File: src/irpd_pkg.sv
// shared types and constants of the ir pulse distance decoder
// no dependencies
package irpd_pkg;

	// default build parameters
	localparam int TICK_MICROS_DEF       = 50;
	localparam int MARK_EXCESS_DEF       = 20;
	localparam int TOLERANCE_PERCENT_DEF = 45;

	// field widths
	localparam int DUR_W   = 16;
	localparam int US_W    = 16;
	localparam int CNT_W   = 6;
	localparam int WORD_W  = 32;
	localparam int IDX_W   = 3;
	localparam int CFG_W   = 16;
	// corrected nominal, numerator and divisor widths of the window unit
	localparam int VAL_W   = 17;
	localparam int NUM_W   = 24;
	localparam int DIV_W   = 17;
	localparam int QDEPTH  = 2;

	// register indexes
	localparam logic [IDX_W-1:0] REG_BIT_COUNT     = 3'd0;
	localparam logic [IDX_W-1:0] REG_MSB_FIRST     = 3'd1;
	localparam logic [IDX_W-1:0] REG_BIT_MARK_US   = 3'd2;
	localparam logic [IDX_W-1:0] REG_ONE_SPACE_US  = 3'd3;
	localparam logic [IDX_W-1:0] REG_ZERO_SPACE_US = 3'd4;

	// register reset values
	localparam logic [CNT_W-1:0] BIT_COUNT_RST     = 6'd32;
	localparam logic             MSB_FIRST_RST     = 1'b0;
	localparam logic [US_W-1:0]  BIT_MARK_US_RST   = 16'd560;
	localparam logic [US_W-1:0]  ONE_SPACE_US_RST  = 16'd1690;
	localparam logic [US_W-1:0]  ZERO_SPACE_US_RST = 16'd560;

	typedef struct packed {
		logic [DUR_W-1:0] lo;
		logic [DUR_W-1:0] hi;
	} irpd_win_t;

	typedef struct packed {
		irpd_win_t mark;
		irpd_win_t one;
		irpd_win_t zero;
	} irpd_bounds_t;

	// classified item handed from front to back
	typedef struct packed {
		logic start;
		logic mark_ok;
		logic one_ok;
		logic zero_ok;
	} irpd_cls_t;

endpackage

File: src/irpd_queue.sv
// short queue of classified items between front and back
// uses irpd_pkg
module irpd_queue #(
	parameter int DEPTH = irpd_pkg::QDEPTH
) (
	input  logic                clk,
	input  logic                arst_n,
	input  logic                push,
	input  irpd_pkg::irpd_cls_t push_data,
	input  logic                pop,
	output logic                full,
	output logic                not_empty,
	output irpd_pkg::irpd_cls_t head
);
	import irpd_pkg::*;

	localparam int PTR_W = (DEPTH > 1) ? $clog2(DEPTH) : 1;
	localparam int CNT_QW = $clog2(DEPTH + 1);

	irpd_cls_t          mem_q [DEPTH];
	logic [PTR_W-1:0]   wr_q;
	logic [PTR_W-1:0]   rd_q;
	logic [CNT_QW-1:0]  fill_q;

	function automatic logic [PTR_W-1:0] wrap_inc(input logic [PTR_W-1:0] p);
		wrap_inc = (p == PTR_W'(DEPTH - 1)) ? '0 : p + 1'b1;
	endfunction

	assign full      = (fill_q == CNT_QW'(DEPTH));
	assign not_empty = (fill_q != '0);
	assign head      = mem_q[rd_q];

	always_ff @(posedge clk or negedge arst_n) begin
		if (!arst_n) begin
			wr_q   <= '0;
			rd_q   <= '0;
			fill_q <= '0;
		end else begin
			if (push)
				wr_q <= wrap_inc(wr_q);
			if (pop)
				rd_q <= wrap_inc(rd_q);
			if (push && !pop)
				fill_q <= fill_q + 1'b1;
			else if (pop && !push)
				fill_q <= fill_q - 1'b1;
		end
	end

	always_ff @(posedge clk) begin
		if (push)
			mem_q[wr_q] <= push_data;
	end

endmodule

File: config.mk
export PLATFORM = sky130hd
export DESIGN_NAME = irpd_queue
export DESIGN_NICKNAME = d
export VERILOG_FILES = /design/src/irpd_pkg.sv /design/src/irpd_queue.sv
export SDC_FILE = /design/constraint.sdc
export NUM_CORES = 1
export LEC_CHECK = 0
export ABC_AREA = 1
export ABC_CLOCK_PERIOD_IN_PS = 1700
export BUFFER_PORTS_ARGS = -buffer_cell sky130_fd_sc_hd__buf_2
export CAP_MARGIN = 20
export CELL_PAD_IN_SITES_DETAIL_PLACEMENT = 1
export CELL_PAD_IN_SITES_GLOBAL_PLACEMENT = 1
export CORE_AREA = 2 2 39 41
export CTS_BUF_LIST = sky130_fd_sc_hd__clkbuf_8
export DETAILED_ROUTE_END_ITERATION = 10
export DIE_AREA = 0 0 41 43
export GPL_TIMING_DRIVEN = 1
export PLACE_DENSITY = 0.7
export SYNTH_ARGS = -nofsm -noshare
export SYNTH_HDL_FRONTEND = slang
export SYNTH_SLANG_ARGS = --single-unit
export TNS_END_PERCENT = 10
File: constraint.sdc
create_clock -name clk -period 1.7 [get_ports clk]
set_input_delay 0.17 -clock clk [delete_from_list [all_inputs] [get_ports clk]]
set_output_delay 0.17 -clock clk [all_outputs]
set_load 0.02 [all_outputs]
==> summary.md <==
| Metric | Value |
|---|---|
| GRT overflow | `0` |
| # rows | `14` |
| RSZ-0062 raised after global routing | `false` |
| Top cells by area, synth | `edfxtp_1 49%, dfrtp_1 20%, mux2_2 9.2%` |
| H-tree levels | `1` |
| Final Util | `0.457` |
| Dpl cells | `66` |
| IO Pins | `14` |
| CTS sink cnt | `12` |
| Synth unique cells | `11` |
| TritonCTS clock tree | `yes` |
| Chip width | `slightly above 40 um` |
| Outcome | `finished clean` |
| Die Ht | `roughly 43 um` |
| Crit path DAT | `between 1 and 1.5 ns` |
| Global-route wire length before repair | `1440 um` |
| GRT Util Overall | `0.133` |
| DRT iter0 DRCs | `6` |
| Die area | `0.00176 sq mm` |
| Yosys top cell by area | `edfxtp_1` |
| Initial core utilization | `0.355` |
| Setup_tns | `0 ns` |
| FMAX | `726 MHz` |
| Wire per inst | `12.6 um` |
| Finished Layout Cells | `71` |
| Initial antenna violation count | `0` |
| Fin crit period | `1.38 ns` |
| Port bufs | `13` |
| Synth Warn # | `0` |
| Crit-path slowest cell | `dfrtp_1` |
| Tcrit/Tclk final | `0.810` |
| Post-CTS Resized | `0` |
| Nets | `65` |
| Cells after Synth | `37` |
| Grt met3 use | `0.0471` |
| Clock slew at reported path FFs | `0.05 ns` |
| Postcts setup bufs | `0` |
| Syn Nets | `46` |
| Met2 usage | `0.181` |
| Vias | `around 330` |
| Pin count of the biggest net entering global routing | `8` |
| Synth top area share | `0.489` |
| Worst skew pair latency | `0.24 ns` |
| DR vias/cell | `4.66` |
| Hold_buf cts | `1` |
| Clk_skew | `0.00506 ns` |
| Gpl congestion | `0.765` |
| Worst-Margin Slew | `0.395 ns` |
| Area Growth Syn to Fin | `28.5%` |
| Worst Hold Class | `input pin to register` |
| Final Hold Violating Endpoints | `0` |
| Core ar. | `0.00138 sq mm` |
| Crit-path max FO | `5` |
| Final Max Tran Viols | `0` |
| Area of the multi-input gates | `125 sq um` |
| DRT Pass-1 Iters | `3` |
| Crit-path leading delay family | `flip-flops` |
| Number of remaining DRC errors | `0` |
| Most Crowded Layer GR | `met2` |
| Critical path class | `register to output pin` |
| Met1 usage | `0.166` |
| Leakage | `about 0.0003 uW` |
| Filler cells | `156` |
| ANT nets after route | `0` |
| CP max stage delay | `0.45 ns` |
| Crit path launch type | `register` |
| Relative slew slack | `0.736` |
| CP required | `around 1.5 ns` |
| Synthesized area | `slightly below 500 sq um` |
| Final setup vio count | `0` |
| #FFs+latches synth | `12` |
| Final WL | `892 um` |
| Vias in the first global route | `330` |
| Clk buf depth | `2` |
| Antenna diodes | `0` |
| Sequential cell area | `340 sq um` |
| Share of post-route cells with drive strength above 1 | `0.364` |
| Critical path, cell by cell | `mux2_2 > buf_2` |
| Critical path buffer and inverter count | `1` |
| Peak supply drop | `665 uV` |
| Max_cap viols | `0` |
| Num CTS Buffers | `3` |
| Sequential area share after synthesis | `0.692` |
| Clk Tree Root Cell | `clkbuf_8` |
| CP Capture Type | `output pin` |
| Syn Area/Cell | `13.3 sq um` |
| PwrDens | `1680 mW/mm^2` |
[metal layers]
layer | vias up | routed length (um)
li1 | 158 | -
met1 | 163 | 404
met2 | 8 | 422
met3 | 2 | 42
met4 | 0 | 23
met5 | - | 0
[final cells by class]
type | instances | share of cell area
flip-flops and latches | 12 | 0.539
multi-input cells | 18 | 0.198
clock inverters | 1 | 0.00594
clock buffers | 3 | 0.0653
repair buffers | 14 | 0.119
well taps | 16 | 0.0317
inverters | 7 | 0.0416
[cell usage after synthesis (all sizes together)]
cell type / n
dfrtp: 4
nand3: 1
nor2: 2
mux2: 4
xor2: 2
nand2: 6
ha: 1
inv: 7
edfxtp: 8
xnor2: 1
nand4: 1
[registers in the layout (all words and copies together), names as in the netlist]
name and cells:
fill_q 2, mem_q 8, rd_q 1, wr_q 1
[power by group]
part | internal (uW) | leakage, uW | switching [uW]
clock network | 159 | 0.0000231 | 104
logic | 138 | 0.000150 | 192
registers | 406 | 0.000122 | 61.4
[cells by family (layout without fill, tap and decap cells)]
logic type               after synthesis  in the layout  share of synthesized area
multiplexers                           4              4                     0.0916
XOR/XNOR                               3              3                     0.0534
AND/OR/NAND/NOR                       10             10                     0.0840
adder cells (fa/ha/maj)                1              1                     0.0254
buffers and inverters                  7             25                     0.0534
flip-flops                            12             12                      0.692
[final timing paths]
kind | slack, ns | from | cells past startpoint | to
min in group asynchronous | 0.29 | arst_n | 2 | rd_q$_DFFE_PN0P_
worst max-delay path | 0.32 | rd_q$_DFFE_PN0P_ | 2 | head[1]
worst min-delay path | 0.12 | push_data[2] | 1 | mem_q[1][2]$_DFFE_PP_
worst max register to register | 0.62 | wr_q$_DFFE_PN0P_ | 1 | mem_q[0][3]$_DFFE_PP_
worst min register to register | 0.47 | fill_q[1]$_DFFE_PN0P_ | 2 | fill_q[1]$_DFFE_PN0P_
max in group asynchronous | 1.28 | arst_n | 2 | fill_q[1]$_DFFE_PN0P_
[layout by cell type (no fill, tap or decap), drive strengths merged]
| cell | netlist | layout |
|---|---|---|
| nor2 | 2 | 2 |
| dlygate4sd3 | 0 | 1 |
| clkinv | 0 | 1 |
| ha | 1 | 1 |
| dfrtp | 4 | 4 |
| nand3 | 1 | 1 |
| xor2 | 2 | 2 |
| inv | 7 | 7 |
| nand4 | 1 | 1 |
| clkbuf | 0 | 3 |
| edfxtp | 8 | 8 |
| buf | 0 | 13 |
| xnor2 | 1 | 1 |
| nand2 | 6 | 6 |
| mux2 | 4 | 4 |
[per-stage QoR]
stage                     instance area (sq um)  total power (uW)  setup WS (ns)  hold WS [ns]
after global placement                      577               797          0.581       -0.0164
after CTS                                   632              1080          0.312         0.116
after floorplan                             492               696          0.722        -0.126
after global routing                        632              1130          0.276         0.116
after detailed placement                    577               806          0.580       -0.0180
final                                       632              1060          0.322         0.119
Note: power is estimated with default switching activity, not from simulation.
