[src/irpd_pkg.sv]
// shared types and constants of the ir pulse distance decoder
// no dependencies
package irpd_pkg;

	// default build parameters
	localparam int TICK_MICROS_DEF       = 50;
	localparam int MARK_EXCESS_DEF       = 20;
	localparam int TOLERANCE_PERCENT_DEF = 45;

	// field widths
	localparam int DUR_W   = 16;
	localparam int US_W    = 16;
	localparam int CNT_W   = 6;
	localparam int WORD_W  = 32;
	localparam int IDX_W   = 3;
	localparam int CFG_W   = 16;
	// corrected nominal, numerator and divisor widths of the window unit
	localparam int VAL_W   = 17;
	localparam int NUM_W   = 24;
	localparam int DIV_W   = 17;
	localparam int QDEPTH  = 2;

	// register indexes
	localparam logic [IDX_W-1:0] REG_BIT_COUNT     = 3'd0;
	localparam logic [IDX_W-1:0] REG_MSB_FIRST     = 3'd1;
	localparam logic [IDX_W-1:0] REG_BIT_MARK_US   = 3'd2;
	localparam logic [IDX_W-1:0] REG_ONE_SPACE_US  = 3'd3;
	localparam logic [IDX_W-1:0] REG_ZERO_SPACE_US = 3'd4;

	// register reset values
	localparam logic [CNT_W-1:0] BIT_COUNT_RST     = 6'd32;
	localparam logic             MSB_FIRST_RST     = 1'b0;
	localparam logic [US_W-1:0]  BIT_MARK_US_RST   = 16'd560;
	localparam logic [US_W-1:0]  ONE_SPACE_US_RST  = 16'd1690;
	localparam logic [US_W-1:0]  ZERO_SPACE_US_RST = 16'd560;

	typedef struct packed {
		logic [DUR_W-1:0] lo;
		logic [DUR_W-1:0] hi;
	} irpd_win_t;

	typedef struct packed {
		irpd_win_t mark;
		irpd_win_t one;
		irpd_win_t zero;
	} irpd_bounds_t;

	// classified item handed from front to back
	typedef struct packed {
		logic start;
		logic mark_ok;
		logic one_ok;
		logic zero_ok;
	} irpd_cls_t;

endpackage

[src/irpd_front.sv]
// front end: input handshake and classification of a duration against the windows
// uses irpd_pkg
module irpd_front (
	input  logic                         in_valid,
	output logic                         in_ready,
	input  logic [irpd_pkg::DUR_W-1:0]   duration_ticks,
	input  logic                         frame_start,
	input  irpd_pkg::irpd_bounds_t       bounds,
	input  logic                         bounds_busy,
	input  logic                         q_full,
	output logic                         push,
	output irpd_pkg::irpd_cls_t          cls
);
	import irpd_pkg::*;

	function automatic logic in_win(input logic [DUR_W-1:0] d, input irpd_win_t w);
		in_win = (d >= w.lo) && (d <= w.hi);
	endfunction

	assign in_ready = !bounds_busy && !q_full;
	assign push     = in_valid && in_ready;

	assign cls.start   = frame_start;
	assign cls.mark_ok = in_win(duration_ticks, bounds.mark);
	assign cls.one_ok  = in_win(duration_ticks, bounds.one);
	assign cls.zero_ok = in_win(duration_ticks, bounds.zero);

endmodule

[config.mk]
export PLATFORM = sky130hd
export DESIGN_NAME = irpd_front
export DESIGN_NICKNAME = d
export VERILOG_FILES = /design/src/irpd_pkg.sv /design/src/irpd_front.sv
export SDC_FILE = /design/constraint.sdc
export NUM_CORES = 1
export LEC_CHECK = 0
export CAP_MARGIN = 20
export CORE_MARGIN = 3
export CORE_UTILIZATION = 25
export DETAILED_ROUTE_END_ITERATION = 7
export DONT_BUFFER_PORTS = 1
export MAX_ROUTING_LAYER = met4
export PLACE_DENSITY = 0.39
export SETUP_SLACK_MARGIN = 0.1
export SLEW_MARGIN = 40
export SYNTH_ARGS = -nofsm -noshare
export SYNTH_HDL_FRONTEND = slang
export SYNTH_SLANG_ARGS = --single-unit
[constraint.sdc]
create_clock -name vclk -period 2.55
set_clock_uncertainty 0.2 [all_clocks]
set_input_delay 0.3825 -clock vclk [all_inputs]
set_output_delay 0.3825 -clock vclk [all_outputs]
set_load 0.03 [all_outputs]
==> flow_metrics.env, run 1 <==
export IMPL_rows=34
export IMPL_p_leak_uw=0.001548
export IMPL_regArea_um2=0
export IMPL_setup_viol=0
export IMPL_postCtsHoldBufs=0
export IMPL_status="complete, no violations"
export IMPL_clock_power_share=0
export IMPL_syn_area_um2=2382
export IMPL_routedWlPerCell_um=14.74
export IMPL_power_density_nw_per_um2=147.0
export IMPL_tightest_slew_ns=0.3195
export IMPL_num_antenna_cells=0
export IMPL_core_um2=8976
export IMPL_boundaryPins=122
export IMPL_combPwrFrac=1.000
export IMPL_die_width_um=103.6
export IMPL_synth_distinct_cells=28
export IMPL_layout_commonest_cell="ha_1"
export IMPL_seq_cells=0
export IMPL_gp_congestion=0.7235
export IMPL_power_uw=389.0
export IMPL_ant_nets=0
export IMPL_fmax_ghz=0.4109
export IMPL_p_int_uw=175.2
export IMPL_avgSynthCellArea_um2=7.241
export IMPL_period_share=0.9543
export IMPL_start_util=0.2654
export IMPL_path_max_fanout=2
export IMPL_die_h_um=103.6
export IMPL_crit_required_ns=1.97
export IMPL_slew_headroom=0.7870
export IMPL_min_period_ns=2.433
export IMPL_critPathLaunchType="primary input"
export IMPL_routed_via_density=4.561
export IMPL_hold_viol=0
export IMPL_fin_nets=548
export IMPL_area_growth_pct=11.08
export IMPL_arrival_ns=1.85
export IMPL_cap_violations=0
export IMPL_vias=2098
export IMPL_critPathCaptureType="output pin"
export IMPL_syn_nets=541
export IMPL_dp_hpwl_um=6377
export IMPL_drv_slew=0
export IMPL_hp_class="primary input to output pin"
export IMPL_synth_cells=329
export IMPL_drt_initial_drc_count=47
export IMPL_antenna_found_initial=0
export IMPL_fill_cells=1016
export IMPL_fin_setup_tns_ns=0
export IMPL_grt_pass1_vias=2108
export IMPL_ir_drop_v=0.00007787
export IMPL_mostFrequentLayoutCells="ha_1 (95), inv_1 (93), a21oi_1 (31)"
export IMPL_final_clkbuf_count=0
export IMPL_grt_pass1_wl_um=10520
export IMPL_routed_wl_um=6779
export IMPL_rsz0062_at_grt="true"
export IMPL_drtPass1Iterations=4
export IMPL_die_area_um2=10740
export IMPL_multiInputGateArea_um2=2071
export IMPL_seqPwrFrac=0
export IMPL_drc=0
export IMPL_drive_above_1_share=0.05988
export IMPL_switching_power_uw=213.8
export IMPL_port_buffers=0
export IMPL_swShare=0.5495
export IMPL_path_class="primary input to output pin"
export IMPL_ys_warnings_count=0
export IMPL_grt_max_degree=7
export IMPL_grt_ovfl_total=0
export IMPL_hold_depth=0
export IMPL_grtUsageTotal=0.1224
export IMPL_synth_seq_area_share=0
==> path summary, 6_finish.rpt <==
check / end / from / slack [ns]
worst max-delay path: cls[2] / bounds[87] / 0.12
worst min-delay path: cls[3] / frame_start / 0.57
==> metrics by stage <==
stage,hold WS (ns),setup slack [ns],std cells,instance area (µm²),util
finish,0.5651,0.1165,460,2646,0.2948
global route,0.5652,0.02897,460,2646,0.2948
CTS,0.5652,0.09750,460,2628,0.2927
detailed placement,0.5652,0.03564,459,2582,0.2877
global placement,0.5652,0.07223,459,2582,0.2877
floorplan,0.6769,0.1473,329,2382,-
==> worst max-delay path: stages <==
cell,delay [ns]
inv_1,0.02
ha_1,0.30
nand2_2,0.09
nor3_4,0.22
o31ai_2,0.11
a2111oi_2,0.35
o32a_1,0.24
buf_12,0.13
==> metal layers <==
layer,vias to the layer above,global-route usage,wire length (µm)
met2,76,0.2075,3062
met1,864,0.1634,3327
met5,-,-,0
met4,0,0,0
li1,1158,-,-
met3,0,0.02114,389
==> repair_timing <==
action | CTS | global route
endpoints found under the setup margin | 2 | 3
setup buffers | 1 | 0
gates resized for setup | 10 | 4
pin swaps | 5 | 7
hold endpoints to repair | 0 | 0
==> layout make-up <==
| type | count | area share |
|---|---|---|
| inverters | 94 | 0.1348 |
| well taps | 126 | 0.05957 |
| multi-input cells | 234 | 0.7825 |
| repair buffers | 6 | 0.02317 |
==> cells in the mapped netlist <==
master / count / area share
nor2b_1: 6 / 0.016
o21ai_0: 8 / 0.017
nor3b_1: 1 / 0.0032
a211oi_1: 4 / 0.013
o21ai_1: 5 / 0.011
o211a_1: 2 / 0.0084
inv_1: 94 / 0.15
a221oi_1: 3 / 0.011
o211ai_1: 4 / 0.013
o31ai_1: 2 / 0.0063
nand3_1: 6 / 0.013
nand4_1: 15 / 0.039
ha_1: 96 / 0.50
nor2_1: 10 / 0.016
nand2_1: 19 / 0.030
or4_1: 1 / 0.0032
nor4_1: 2 / 0.0053
o32a_1: 2 / 0.0084
a2111oi_1: 1 / 0.0042
nor3_2: 1 / 0.0042
a21oi_1: 32 / 0.067
a21o_1: 4 / 0.013
a2111o_1: 3 / 0.014
buf_4: 1 / 0.0032
nor3_1: 3 / 0.0063
and2_1: 1 / 0.0026
nand4_4: 2 / 0.018
a2bb2oi_1: 1 / 0.0037
==> power by group through the flow <==
stage	registers [µW]	clock network, µW	logic [µW]
final	0	0	389
after global routing	0	0	460
after CTS	0	0	394
after detailed placement	0	0	381
after global placement	0	0	376
after floorplan	0	0	289
==> cells by family after synthesis <==
kind of cell / share of synthesized area
adder cells (fa/ha/maj): 0.5042
buffers and inverters: 0.1513
AND/OR/NAND/NOR: 0.1560
AO/OA/AOI/OAI: 0.1886
Power figures use the tool's default switching activity.
==> run 2: changes to the inputs <==
- ABC_CLOCK_PERIOD_IN_PS: default -> 2550
- CORE_UTILIZATION: 25 -> 55
- PLACE_DENSITY: 0.39 -> 0.71
- SLEW_MARGIN: 40 -> default
==> flow_metrics.env, run 2 (same netlist as run 1, synthesis figures left out) <==
export IMPL_status="complete, no violations"
export IMPL_power_uw=369.7
export IMPL_ir_drop_v=0.00007018
export IMPL_fill_cells=398
export IMPL_port_buffers=0
export IMPL_grtUsageTotal=0.2164
export IMPL_postCtsHoldBufs=0
export IMPL_setup_viol=0
export IMPL_startpoint="duration_ticks[0]"
export IMPL_grt_pass1_wl_um=8935
export IMPL_dpl_instance_area_um2=2452
export IMPL_critPathLaunchType="primary input"
export IMPL_start_util=0.5830
export IMPL_combPwrFrac=1.000
export IMPL_min_period_ns=2.370
export IMPL_fin_setup_tns_ns=0
export IMPL_cap_violations=0
export IMPL_routedWlPerCell_um=14.52
export IMPL_crit_required_ns=1.97
export IMPL_seq_cells=0
export IMPL_period_share=0.9295
export IMPL_ant_nets=0
export IMPL_clock_power_share=0
export IMPL_drc=0
export IMPL_hold_viol=0
export IMPL_stdcell_area_um2=2511
export IMPL_drv_slew=0
export IMPL_arrival_ns=1.79
export IMPL_num_antenna_cells=0
export IMPL_p_leak_uw=0.001537
export IMPL_layout_commonest_cell="ha_1"
export IMPL_max_stage_delay_ns=0.37
export IMPL_fmax_ghz=0.4219
export IMPL_dp_hpwl_um=5162
export IMPL_rsz0062_at_grt="true"
export IMPL_critPathCaptureType="output pin"
export IMPL_power_density_nw_per_um2=147.2
export IMPL_grt_ovfl_total=0
export IMPL_boundaryPins=122
export IMPL_die_area_um2=5157
export IMPL_cp_cell_sequence="clkinvlp_4 -> buf_6 -> ha_1 -> nor2b_1 -> o211ai_1 -> a2111o_1 -> o211a_1 -> o32a_4"
export IMPL_drtPass1Iterations=4
export IMPL_swShare=0.5481
export IMPL_p_int_uw=167.1
export IMPL_die_h_um=71.82
export IMPL_vias=2186
export IMPL_crit_end="cls[0]"
export IMPL_gp_congestion=0.8501
export IMPL_path_max_fanout=4
export IMPL_core_um2=4086
export IMPL_routed_wl_um=5546
export IMPL_slew_headroom=0.7704
export IMPL_cp_slowest_cell="a2111o_1"
export IMPL_drive_above_1_share=0.04518
export IMPL_drt_initial_drc_count=37
export IMPL_fin_nets=546
export IMPL_regArea_um2=0
export IMPL_mostFrequentLayoutCells="ha_1 (96), inv_1 (93), a21oi_1 (29)"
export IMPL_die_width_um=71.82
export IMPL_rows=23
export IMPL_final_clkbuf_count=0
export IMPL_seqPwrFrac=0
export IMPL_path_class="primary input to output pin"
export IMPL_area_growth_pct=5.410
export IMPL_antenna_found_initial=0
export IMPL_routed_via_density=5.723
export IMPL_switching_power_uw=202.6
export IMPL_fin_hold_ws_ns=0.5650
export IMPL_grt_max_degree=7
export IMPL_grt_pass1_vias=2031
export IMPL_hp_class="primary input to output pin"
export IMPL_tightest_slew_ns=0.3444
## run 2: final cells by class
cell class / count / area (µm²) / area share
Inverter: 94 / 356.6 / 0.1420
Multi-Input combinational cell: 234 / 2058 / 0.8196
Tap cell: 50 / 62.56 / 0.02491
Timing Repair Buffer: 4 / 33.78 / 0.01345
## run 2: layer usage
metal | vias up | track usage | wire length, µm | share of wire
met5 | - | - | 0 | 0
met4 | 0 | 0.008351 | 16 | 0.0029
met3 | 2 | 0.02384 | 345 | 0.062
met2 | 77 | 0.3755 | 2681 | 0.48
met1 | 951 | 0.2840 | 2503 | 0.45
li1 | 1156 | - | - | -
## run 2: worst min-delay path by stage
stage	start	end	slack, ns	cells after the start
after floorplan	bounds_busy	in_ready	0.68	1
after global placement	frame_start	cls[3]	0.57	0
after detailed placement	frame_start	cls[3]	0.57	0
after CTS	frame_start	cls[3]	0.57	0
after global routing	frame_start	cls[3]	0.57	0
final	frame_start	cls[3]	0.57	0
## run 2: timing repair
action	CTS	global route
endpoints found under the setup margin	1	3
resized for setup	3	8
endpoints found under the hold margin	0	0
buffers inserted	2	0
pin swaps	2	4
## run 2: critical path: cells and delay by family
family                   cells  cell delay (ns)
AO/OA/AOI/OAI                4             0.87
adder cells (fa/ha/maj)      1             0.19
buffers and inverters        2             0.23
AND/OR/NAND/NOR              1             0.11
## run 2: through the flow
| stage | setup slack, ns | util | instances |
|---|---|---|---|
| floorplan | 0.1473 | - | 329 |
| global placement | 0.1306 | 0.6001 | 380 |
| detailed placement | 0.08565 | 0.6001 | 380 |
| CTS | 0.1012 | 0.6050 | 382 |
| global route | 0.09227 | 0.6145 | 382 |
| finish | 0.1797 | 0.6145 | 382 |
## run 2: power by group through the flow
stage | registers (µW) | logic, µW | clock network, µW
after detailed placement | 0 | 359 | 0
after global routing | 0 | 433 | 0
final | 0 | 370 | 0
after floorplan | 0 | 289 | 0
after global placement | 0 | 346 | 0
after CTS | 0 | 364 | 0
